[config.mk]
export PLATFORM = sky130hd
export DESIGN_NAME = rcbh_div_unit
export DESIGN_NICKNAME = d
export VERILOG_FILES = /design/src/rtl/assert_macros.svh /design/src/rtl/rcbh_pkg.sv /design/src/rtl/rcbh_div_unit.sv
export SDC_FILE = /design/constraint.sdc
export NUM_CORES = 1
export LEC_CHECK = 0
export BUFFER_PORTS_ARGS = -buffer_cell sky130_fd_sc_hd__buf_2
export CAP_MARGIN = 0
export CORE_UTILIZATION = 62
export CTS_BUF_LIST = sky130_fd_sc_hd__clkbuf_8 sky130_fd_sc_hd__clkbuf_16
export CTS_CLUSTER_DIAMETER = 80
export CTS_CLUSTER_SIZE = 24
export DETAILED_ROUTE_END_ITERATION = 16
export PLACE_DENSITY = 0.86
export SYNTH_ARGS = -nofsm -noshare
export SYNTH_HDL_FRONTEND = slang
export SYNTH_SLANG_ARGS = --single-unit
[constraint.sdc]
create_clock -name clk -period 10.1 [get_ports clk]
set_clock_uncertainty 0.2 [all_clocks]
set_input_delay 2.525 -clock clk [delete_from_list [all_inputs] [get_ports clk]]
set_output_delay 2.525 -clock clk [all_outputs]
set_load 0.02 [all_outputs]
[src/rtl/assert_macros.svh]
// ----------------------------------------------------------------------------
// assertion macros used by the histogram rtl
// both sample on the rising edge of clk
// ----------------------------------------------------------------------------
`ifndef ASSERT_MACROS_SVH
`define ASSERT_MACROS_SVH

// checked only while out of reset
`define ASSERT_ON(label, prop) \
  label: assert property (@(posedge clk) disable iff (rst) prop) \
    else $error("assertion failed");

// checked on every edge, reset included
`define ASSERT_ALWAYS(label, prop) \
  label: assert property (@(posedge clk) prop) \
    else $error("assertion failed");

`endif

[src/rtl/rcbh_pkg.sv]
// ----------------------------------------------------------------------------
// rcbh_pkg
// types and fixed constants of the colour bin histogram
// ----------------------------------------------------------------------------
`default_nettype none

package rcbh_pkg;

  localparam int PIX_BITS       = 8;
  localparam int KEY_OUT_BITS   = 15;
  localparam int CNT_OUT_BITS   = 16;
  localparam int QUOT_BITS      = 8;
  localparam int NUM_CH         = 3;
  localparam int IN_TDATA_BITS  = 48;
  localparam int IN_TUSER_BITS  = 2;
  localparam int OUT_TDATA_BITS = 72;
  localparam int OUT_TUSER_BITS = 1;
  localparam int CFG_BITS       = 8;

  localparam logic [CFG_BITS-1:0] ALPHA_RESET = 8'd250;

  typedef enum logic [IN_TUSER_BITS-1:0] {
    OP_ACCUM = 2'd0,
    OP_READ  = 2'd1,
    OP_CLEAR = 2'd2,
    OP_NOP   = 2'd3
  } opcode_t;

  typedef logic [QUOT_BITS-1:0] quot_t;

  typedef struct packed {
    logic busy;
    logic done;
  } div_status_t;

endpackage

`default_nettype wire

[src/rtl/rcbh_div_unit.sv]
// ----------------------------------------------------------------------------
// rcbh_div_unit
// shared restoring divider: three channel sums over one count, one bit a cycle
// ----------------------------------------------------------------------------
`default_nettype none

module rcbh_div_unit #(
  parameter int COUNT_BITS = 16
) (
  input  logic                                          clk,
  input  logic                                          rst,
  input  logic                                          start,
  input  logic [COUNT_BITS-1:0]                         cnt,
  input  logic [COUNT_BITS+rcbh_pkg::QUOT_BITS-1:0]     sum_in [rcbh_pkg::NUM_CH],
  output rcbh_pkg::div_status_t                         status,
  output rcbh_pkg::quot_t                               quot   [rcbh_pkg::NUM_CH]
);
  import rcbh_pkg::*;

  localparam int SUM_BITS  = COUNT_BITS + QUOT_BITS;
  localparam int STEP_BITS = $clog2(QUOT_BITS);
  localparam int CH_BITS   = $clog2(NUM_CH);
  localparam logic [STEP_BITS-1:0] STEP_TOP = STEP_BITS'(QUOT_BITS - 1);
  localparam logic [CH_BITS-1:0]   CH_LAST  = CH_BITS'(NUM_CH - 1);

  logic                  busy;
  logic                  done;
  logic [CH_BITS-1:0]    ch;
  logic [STEP_BITS-1:0]  step;
  logic [COUNT_BITS-1:0] cnt_q;
  logic [SUM_BITS-1:0]   div_sh;
  logic [SUM_BITS-1:0]   rem [NUM_CH];
  quot_t                 quot_q [NUM_CH];

  logic [SUM_BITS-1:0]   first_sh;
  logic [SUM_BITS-1:0]   reload_sh;
  logic [SUM_BITS-1:0]   diff;
  logic                  ge;

  assign first_sh  = SUM_BITS'(cnt) << (QUOT_BITS - 1);
  assign reload_sh = SUM_BITS'(cnt_q) << (QUOT_BITS - 1);

  // the one compare and subtract shared by all channels and steps
  assign ge   = (cnt_q != '0) && (rem[ch] >= div_sh);
  assign diff = rem[ch] - div_sh;

  always_ff @(posedge clk) begin
    if (rst) begin
      busy <= 1'b0;
      done <= 1'b0;
      ch   <= '0;
      step <= '0;
    end else begin
      // pulse after the last step of the last channel
      done <= !start && busy && (step == '0) && (ch == CH_LAST);
      if (start) begin
        busy <= 1'b1;
        ch   <= '0;
        step <= STEP_TOP;
      end else if (busy) begin
        if (step == '0) begin
          if (ch == CH_LAST) begin
            busy <= 1'b0;
          end else begin
            ch   <= ch + 1'b1;
            step <= STEP_TOP;
          end
        end else begin
          step <= step - 1'b1;
        end
      end
    end
  end

  always_ff @(posedge clk) begin
    if (start) begin
      cnt_q  <= cnt;
      div_sh <= first_sh;
      rem    <= sum_in;
    end else if (busy) begin
      if (ge) begin
        rem[ch] <= diff;
      end
      quot_q[ch] <= {quot_q[ch][QUOT_BITS-2:0], ge};
      if (step == '0) begin
        div_sh <= reload_sh;
      end else begin
        div_sh <= div_sh >> 1;
      end
    end
  end

  assign status = '{busy: busy, done: done};
  assign quot   = quot_q;

endmodule

`default_nettype wire

# Word level (Yosys, flattened, before mapping)
# Index checks and enable logic that the tools add are counted.
[word_totals]
register_bits = 142
output_inout_bits = 26
[op_classes]
n_addsub = 3
magnitude_cmp = 3
eq_ne = 2
muxes = 26
bitwise_logic = 3
reduce_logical = 15
[op_table]
columns = ["op", "n"]
rows = [
  ["two-way mux 72 bit", 3],
  ["bitwise mux 72 bit", 1],
  ["two-way mux 24 bit", 3],
  ["two-way mux 23 bit", 3],
  ["binary-select mux 24 bit (select 2 bit)", 1],
  ["demux 24 bit (select 2 bit)", 1],
  ["bitwise mux 24 bit", 1],
  [">= comparator 24 x 23 -> 1 bit", 1],
  ["subtractor 24 x 23 -> 24 bit", 1],
  ["binary-select mux 8 bit (select 2 bit)", 1],
  ["demux 8 bit (select 2 bit)", 1],
  ["nonzero test 16 bit", 1],
  ["two-way mux 7 bit", 2],
  ["two-way mux 3 bit", 4],
  ["two-way mux 8 bit", 1],
  ["AND reduction 2 bit", 3],
  ["logical AND 1 bit", 5],
  ["two-way mux 1 bit", 4],
  ["nonzero test 2 bit", 2],
  [">= comparator 3 bit (second input constant)", 1],
  ["logical NOT 3 bit", 1],
  ["< comparator 3 x 1 -> 1 bit (second input constant)", 1],
  ["inequality test 3 bit (second input constant)", 1],
  ["NOT 2 -> 3 bit", 1],
  ["7 further kinds", 8],
]

# Logic depth before layout (Yosys ltp)
# Gate-level depths: netlist of the first run.
[logic_depth]
depth_word = 9
ltp_mapped = 14
depth_no_buf = 12

# Least setup slack after synthesis of the first run
# No wires, ideal clock.
[synth_path]
path_kind = "flip-flop to flip-flop"
from = "reg ch[1]"
to = "reg rem[0] in the netlist's numbering (enable)"
setup_ns = 0.438
t_arrival_ns = 4.130
t_required_ns = 9.462
setup_slack_ns = 5.331
path_stages_with_launch = 12
n_path_buf = 2
period_less_slack_ns = 4.769
cell_sequence = "dfxtp_1 buf_6 clkbuf_1 mux2i_1 o21ai_0 ha_1 and4_1 a2111oi_0 o31a_1 o21ai_0 nand4b_1 o21ai_0"
[synth_via]
elab_chain_len = 8
[synth_lines]
columns = ["element", "line", "source"]
rows = [
  ["start, declared", "rcbh_div_unit.sv:28", "logic [CH_BITS-1:0] ch;"],
  ["start signal, assigned", "rcbh_div_unit.sv:65", "ch <= ch + 1'b1;"],
  ["NOT 2 -> 3 bit (not written as such)", "rcbh_div_unit.sv:44", "assign ge = (cnt_q != '0) && (rem[ch] >= div_sh);"],
  ["binary-select mux 24 bit (select 2 bit)", "rcbh_div_unit.sv:44", ""],
  ["two-way mux 24 bit (not written as such) (2 in a row)", "rcbh_div_unit.sv:44", ""],
  [">= comparator 24 x 23 -> 1 bit", "rcbh_div_unit.sv:44", ""],
  ["logical AND 1 bit", "rcbh_div_unit.sv:44", ""],
  ["nonzero test 2 bit (no source line)", "-", ""],
  ["AND reduction 2 bit (no source line)", "-", ""],
  ["end signal, assigned", "rcbh_div_unit.sv:79", "rem <= sum_in;"],
  ["end signal, assigned by index", "rcbh_div_unit.sv:82", "rem[ch] <= diff;"],
  ["end, declared", "rcbh_div_unit.sv:32", "logic [SUM_BITS-1:0] rem [NUM_CH];"],
]
# No other way between the ends. The select of a mux whose other input is x is not followed.
# A chain may end at the register's enable or synchronous reset.

# Final worst setup path of the first run
[layout_path]
from = "reg ch[1]"
to = "reg rem[22] in the netlist's numbering, data pin"
[layout_via]
elab_chain_len = 9
[layout_lines]
columns = ["element", "line", "source"]
rows = [
  ["NOT 2 -> 3 bit (not written as such) *", "rcbh_div_unit.sv:45, rcbh_div_unit.sv:82", ""],
  ["binary-select mux 24 bit (select 2 bit), or another cell as far along", "rcbh_div_unit.sv:45", "assign diff = rem[ch] - div_sh;"],
  ["two-way mux 24 bit (not written as such) / logical AND 1 bit (equally long branches)", "rcbh_div_unit.sv:45, rcbh_div_unit.sv:82", ""],
  ["two-way mux 24 bit (on tied branches)", "rcbh_div_unit.sv:45, rcbh_div_unit.sv:82", ""],
  ["subtractor 24 x 23 -> 24 bit / demux 24 bit (select 2 bit) (equally long branches)", "rcbh_div_unit.sv:45, rcbh_div_unit.sv:82", ""],
  ["bitwise mux 72 bit *", "rcbh_div_unit.sv:82", ""],
  ["two-way mux 72 bit *", "rcbh_div_unit.sv:81", "if (ge) begin"],
  ["two-way mux 72 bit *", "rcbh_div_unit.sv:80", "end else if (busy) begin"],
  ["two-way mux 72 bit *", "rcbh_div_unit.sv:76", "if (start) begin"],
]
# Every way passes the cells marked *; elsewhere a longest branch is shown, timed or not. The select of a mux whose other input is x is not followed.

==> results of run 1 <==
## registers in the layout, summed over array words and instances, names as in the netlist
name / cells
rem: 72
quot: 24
div_sh: 23
cnt_q: 16
step: 3
ch: 2
busy: 1
done: 1
## cells in the final DEF (no fill, tap or decap), drive strengths merged, types with 4 or more instances in the layout
cell type	Yosys	layout
a2111oi	4	4
a21o	6	6
a21oi	25	25
a221o	19	19
a22o	35	35
a31oi	5	5
a32oi	5	5
and2	10	10
and3	4	4
buf	11	125
clkbuf	36	18
clkinv	0	4
clkinvlp	0	4
dfxtp	14	14
edfxtp	128	128
ha	28	28
inv	39	44
mux2i	33	33
nand2	104	104
nand2b	5	5
nand3	18	18
nand4	8	8
nor2	32	32
nor2b	9	9
nor3	20	20
nor4	6	6
o211ai	6	6
o21a	11	11
o21ai	70	70
o31ai	8	8
o41ai	6	6
or4	5	5
xnor2	8	8
## report_power, final
group          switching (W)  internal, W  total [W]
Combinational       0.000376     0.000218   0.000594
Sequential         0.0000218     0.000715   0.000737
Clock               0.000261     0.000349   0.000610
Total               0.000659      0.00128    0.00194
## critical path: cells and delay by family (launching register included)
kind	cells	cell delay, ns
flops	1	0.33
buf+inv	2	0.59
simple gates	1	0.05
mux	1	0.27
compound gates	7	2.47
fa+ha+maj	2	0.60
## cell usage after synthesis (4+ instances only)
| cell | count | area share (%) |
|---|---|---|
| nand2b_1 | 5 | 0.39 |
| o31ai_1 | 8 | 0.75 |
| o21ai_0 | 70 | 4.4 |
| nor3_1 | 20 | 1.3 |
| xnor2_1 | 8 | 0.88 |
| nor2_1 | 32 | 1.5 |
| dfxtp_1 | 14 | 3.5 |
| o41ai_1 | 6 | 0.66 |
| o21a_1 | 11 | 1.0 |
| a21o_1 | 4 | 0.38 |
| a21oi_1 | 25 | 1.6 |
| inv_1 | 39 | 1.8 |
| a2111oi_0 | 4 | 0.44 |
| nor2b_1 | 9 | 0.71 |
| o211ai_1 | 6 | 0.57 |
| clkbuf_1 | 33 | 1.6 |
| buf_6 | 4 | 0.57 |
| a221o_1 | 19 | 2.4 |
| mux2i_1 | 33 | 4.1 |
| and2_1 | 9 | 0.71 |
| a22o_1 | 35 | 3.8 |
| nand3_1 | 18 | 1.1 |
| edfxtp_1 | 128 | 48 |
| or4_1 | 5 | 0.47 |
| ha_1 | 28 | 4.4 |
| nand4_1 | 8 | 0.63 |
| a32oi_1 | 5 | 0.55 |
| a31oi_1 | 5 | 0.39 |
| nor4_1 | 6 | 0.47 |
| nand2_1 | 104 | 4.9 |
## path summary, 6_finish.rpt
| path | from | slack, ns | to | cells past startpoint |
|---|---|---|---|---|
| worst max-delay path | ch[1]$_SDFFE_PP0P_ | 5.41 | rem[22]$_DFFE_PP_ | 13 |
| worst min-delay path | div_sh[3]$_SDFFE_PP0P_ | 0.28 | div_sh[2]$_SDFFE_PP0P_ | 2 |
| worst max register to register | ch[1]$_SDFFE_PP0P_ | 5.41 | rem[22]$_DFFE_PP_ | 13 |
| worst min register to register | div_sh[3]$_SDFFE_PP0P_ | 0.28 | div_sh[2]$_SDFFE_PP0P_ | 2 |
## metrics by stage
step,setup slack [ns],hold WS [ns],power (W),cell area [um2]
2_1_floorplan,5.33,0.225,0.00117,7970
3_3_place_gp,5.39,0.233,0.00130,8610
3_5_place_dp,5.29,0.265,0.00132,8610
4_1_cts,5.51,0.277,0.00193,9190
5_1_grt,5.11,0.304,0.00203,9190
6_report,5.41,0.281,0.00194,9190
## routing by layer
metal	track usage, %	vias up
met5	0	-
met3	6.06	52
met4	16.6	0
met2	55.9	384
met1	42.4	3183
li1	-	3078
## layout make-up
type,count,area (um2)
Fill cell,871,3380
Timing Repair Buffer,125,651
Sequential cell,142,4130
Multi-Input combinational cell,528,3470
Clock buffer,18,439
Inverter,39,146
Clock inverter,14,135
Tap cell,172,215
## kinds of logic (layout without fill, tap and decap cells)
kind of cell | after synthesis | count (layout) | synth area share, %
AND/OR/NAND/NOR | 231 | 231 | 13.6
AO/OA/AOI/OAI | 224 | 224 | 19.8
flip-flops | 142 | 142 | 51.7
buffers and inverters | 86 | 196 | 4.85
multiplexers | 33 | 33 | 4.14
adder cells (fa/ha/maj) | 29 | 29 | 4.65
XOR/XNOR | 11 | 11 | 1.21
==> results.sh, run 1 <==
export IMPL_floorplan_die_area_um2=13300
export IMPL_criticalPathCategory="reg2reg"
export IMPL_viasPerCell=6.45
export IMPL_final_cells=1038
export IMPL_ant_nets=0
export IMPL_gp_congestion=0.978
export IMPL_ir_drop_mv=0.139
export IMPL_top_layer="met4"
export IMPL_fmax_mhz=213
export IMPL_drtIter0Drc=875
export IMPL_ys_warn_count=0
export IMPL_drive_gt1_share_pct=19.5
export IMPL_grt_ovfl_total=0
export IMPL_ctsResizeCount=0
export IMPL_antenna_found_initial=0
export IMPL_worstMarginPinSlew_ns=1.31
export IMPL_synth_yosys_seq_area_share_pct=51.7
export IMPL_post_cts_buffers=0
export IMPL_arrival_ns=4.76
export IMPL_cts_buffer_depth=2
export IMPL_grt_pass1_wl_um=33100
export IMPL_cts_sinks=142
export IMPL_timing_final_max_slew_violations=0
export IMPL_rsz0062_at_grt="false"
export IMPL_setup_viol=0
export IMPL_vias=6697
export IMPL_routed_wl_met2_um=10200
export IMPL_dp_hpwl_um=14800
export IMPL_cts_buffers=17
export IMPL_grt_pass1_vias=6578
export IMPL_hold_viol=0
export IMPL_wl_met3_um=1930
export IMPL_final_setup_tns_ns=0
export IMPL_fp_dieH_um=115
export IMPL_ys_ff_latch=142
export IMPL_met1_length_um=8300
export IMPL_syn_area_um2=7970
export IMPL_die_w_um=115
export IMPL_power_leakage_nw=3.43
export IMPL_synth_edf_count=128
export IMPL_powerDensity_nw_per_um2=211
export IMPL_hold_path_class="reg2reg"
export IMPL_synth_nets=876
export IMPL_drc=0
export IMPL_worst_setup_path_start_kind="flop"
export IMPL_io_pins=117
export IMPL_syn_avg_cell_area_um2=10.5
export IMPL_grt_usage_pct=33.6
export IMPL_cts_max_level=4
export IMPL_path_max_fanout=36
export IMPL_row_count=41
export IMPL_fin_crit_sh_pct=46.5
export IMPL_core_area_um2=12600
export IMPL_synthArstFlopShare_pct=0
export IMPL_start_util_pct=63.4
export IMPL_clkLatencyLatePin_ns=0.44
export IMPL_clkTransAtPathRegs_ns=0.06
export IMPL_max_slew_margin_pct=12.4
export IMPL_syn_inst=756
export IMPL_maxCapViolCount=0
export IMPL_cts_tree="done"
export IMPL_diodes=0
export IMPL_critPathMaxStageDelay_ns=0.64
export IMPL_required_ns=10.16
export IMPL_hold_buffers=0
export IMPL_outcome="finished clean"
export IMPL_crit_chain="buf_4 > mux2i_1 > nor2_1 > a21oi_1 > ha_1 > inv_1 > fa_1 > a21o_1 > a221oi_1 > o21ai_0 > o311ai_0 > a21oi_1 > o31ai_1"
export IMPL_layout_nets=973
export IMPL_fin_crit_ns=4.69
export IMPL_routed_wl_um=21200
export IMPL_area_delta_synth_final_pct=15.2
export IMPL_wl_per_cell_um=20.5
export IMPL_dp_cells=1006
export IMPL_dr_pass1_iters=6
export IMPL_io_buffer_count=116
export IMPL_critPathMostFrequentCell="a21oi_1"
export IMPL_grt_max_degree=63
export IMPL_synth_top_flop_cell="edfxtp_1"
export IMPL_final_core_util_pct=73.1
export IMPL_crit_slowest_cell="o311ai_0"
export IMPL_yosys_cell_types_count=63
export IMPL_cts_root_buf="clkbuf_16"
export IMPL_end_kind="flop"
(Power assumes the default switching activity.)
==> run 2: changes to the inputs <==
CORE_UTILIZATION = 52   (was 62)
PLACE_DENSITY = 0.77   (was 0.86)
clock period = 4.1 ns   (was 10.1 ns; I/O delays follow)
==> results.sh, run 2 (synthesis results as in run 1) <==
export IMPL_final_common_cell="edfxtp_1"
export IMPL_r2r_start="ch[1]$_SDFFE_PP0P_"
export IMPL_startpoint="ch[1]$_SDFFE_PP0P_"
export IMPL_cts_sinks=142
export IMPL_timing_final_max_slew_violations=0
export IMPL_required_ns=4.04
export IMPL_setup_slack_ns=0.215
export IMPL_clkTransAtPathRegs_ns=0.05
export IMPL_top_register="rem"
export IMPL_grt_ovfl_total=0
export IMPL_floorplan_die_area_um2=15800
export IMPL_criticalPathCategory="reg2reg"
export IMPL_reg2reg_depth=14
export IMPL_routed_wl_um=21100
export IMPL_path_max_fanout=23
export IMPL_hold_path_class="reg2reg"
export IMPL_post_place_ws_ns=0.0676
export IMPL_hold_buffers=0
export IMPL_layout_nets=992
export IMPL_placedInstanceArea_um2=8790
export IMPL_dr_pass1_iters=5
export IMPL_final_core_util_pct=63.6
export IMPL_cts_tree="done"
export IMPL_wl_per_cell_um=19.7
export IMPL_cts_buffers=17
export IMPL_area_delta_synth_final_pct=17.8
export IMPL_worst_setup_path_start_kind="flop"
export IMPL_rsz0062_at_grt="false"
export IMPL_ff2ff_setup_slack_ns=0.22
export IMPL_drtIter0Drc=748
export IMPL_grt_pass1_wl_um=33200
export IMPL_grt_pass1_vias=6269
export IMPL_diodes=0
export IMPL_cts_root_buf="clkbuf_16"
export IMPL_viasPerCell=6.16
export IMPL_largest_reg_flops=72
export IMPL_power_leakage_nw=3.55
export IMPL_vias=6580
export IMPL_start_util_pct=54.0
export IMPL_fin_crit_sh_pct=94.8
export IMPL_r2r_end="rem[69]$_DFFE_PP_"
export IMPL_hold_viol=0
export IMPL_final_cells=1069
export IMPL_drive_gt1_share_pct=21.0
export IMPL_io_pins=117
export IMPL_die_w_um=126
export IMPL_grt_max_degree=106
export IMPL_ir_drop_mv=0.338
export IMPL_io_buffer_count=116
export IMPL_powerDensity_nw_per_um2=515
export IMPL_clkLatencyLatePin_ns=0.43
export IMPL_fmax_mhz=257
export IMPL_drc=0
export IMPL_crit_path_end="rem[69]$_DFFE_PP_"
export IMPL_maxCapViolCount=0
export IMPL_row_count=44
export IMPL_dp_cells=1036
export IMPL_ant_nets=0
export IMPL_setup_viol=0
export IMPL_cts_max_level=4
export IMPL_fin_area_um2=9390
export IMPL_gp_congestion=0.914
export IMPL_grt_usage_pct=27.7
export IMPL_post_cts_buffers=0
export IMPL_fin_crit_ns=3.88
export IMPL_fp_dieH_um=126
export IMPL_max_slew_margin_pct=42.2
export IMPL_dp_hpwl_um=14800
export IMPL_core_area_um2=14800
export IMPL_arrival_ns=3.83
export IMPL_finalPower_w=0.00483
export IMPL_antenna_found_initial=0
export IMPL_ctsResizeCount=0
export IMPL_layout_common_cells="edfxtp_1 (128), buf_2 (115), nand2_1 (104)"
export IMPL_outcome="finished clean"
export IMPL_cts_buffer_depth=2
export IMPL_end_kind="flop"
export IMPL_worstMarginPinSlew_ns=0.866
-- run 2: worst min path at each step --
stage | from | cells past startpoint | slack (ns) | endpoint
after detailed placement | div_sh[6]$_SDFFE_PP0P_ | 2 | 0.24 | div_sh[5]$_SDFFE_PP0P_
final | div_sh[5]$_SDFFE_PP0P_ | 2 | 0.26 | div_sh[4]$_SDFFE_PP0P_
after global placement | div_sh[2]$_SDFFE_PP0P_ | 2 | 0.23 | div_sh[1]$_SDFFE_PP0P_
after floorplan | div_sh[2]$_SDFFE_PP0P_ | 2 | 0.23 | div_sh[1]$_SDFFE_PP0P_
after CTS | div_sh[5]$_SDFFE_PP0P_ | 2 | 0.26 | div_sh[4]$_SDFFE_PP0P_
after global routing | div_sh[3]$_SDFFE_PP0P_ | 2 | 0.29 | div_sh[2]$_SDFFE_PP0P_
-- run 2: power by group --
| group | total (W) | leakage, nW | switching, W | internal (W) |
|---|---|---|---|---|
| combinational | 0.00155 | 1.87 | 0.000953 | 0.000598 |
| clock | 0.00147 | 0.293 | 0.000568 | 0.000900 |
| sequential | 0.00181 | 1.39 | 0.0000488 | 0.00176 |
-- run 2: layer usage --
layer | wire [um] | track usage, % | part of all wire, %
met4 | 742 | 11.5 | 3.5
met3 | 1640 | 6.03 | 7.8
met1 | 8900 | 36.3 | 42
met2 | 9830 | 44.7 | 47
met5 | 0 | 0 | 0
-- run 2: cell type report --
class | count | area [um2]
Inverter | 39 | 146
Tap cell | 184 | 230
Timing Repair Buffer | 144 | 836
Clock inverter | 10 | 72.6
Sequential cell | 142 | 4130
Fill cell | 1200 | 5370
Multi-Input combinational cell | 528 | 3480
Clock buffer | 22 | 494
-- run 2: worst max-delay path, cell delays in order (launching register included) --
cell and delay [ns]:
dfxtp_2 0.42, buf_12 0.22, mux2i_1 0.20, nor2_1 0.05
a21oi_1 0.13, ha_1 0.18, inv_1 0.05, fa_1 0.40
a21o_1 0.23, a2111oi_1 0.57, o31a_1 0.22, o21ai_0 0.09
nand4b_1 0.24, o21ai_2 0.11, buf_4 0.28
-- run 2: stage by stage --
| step | setup TNS (ns) | hold WS [ns] |
|---|---|---|
| after floorplan | -2.48 | 0.225 |
| after global placement | 0 | 0.234 |
| after detailed placement | 0 | 0.241 |
| after CTS | 0 | 0.258 |
| after global routing | 0 | 0.291 |
| final | 0 | 0.257 |
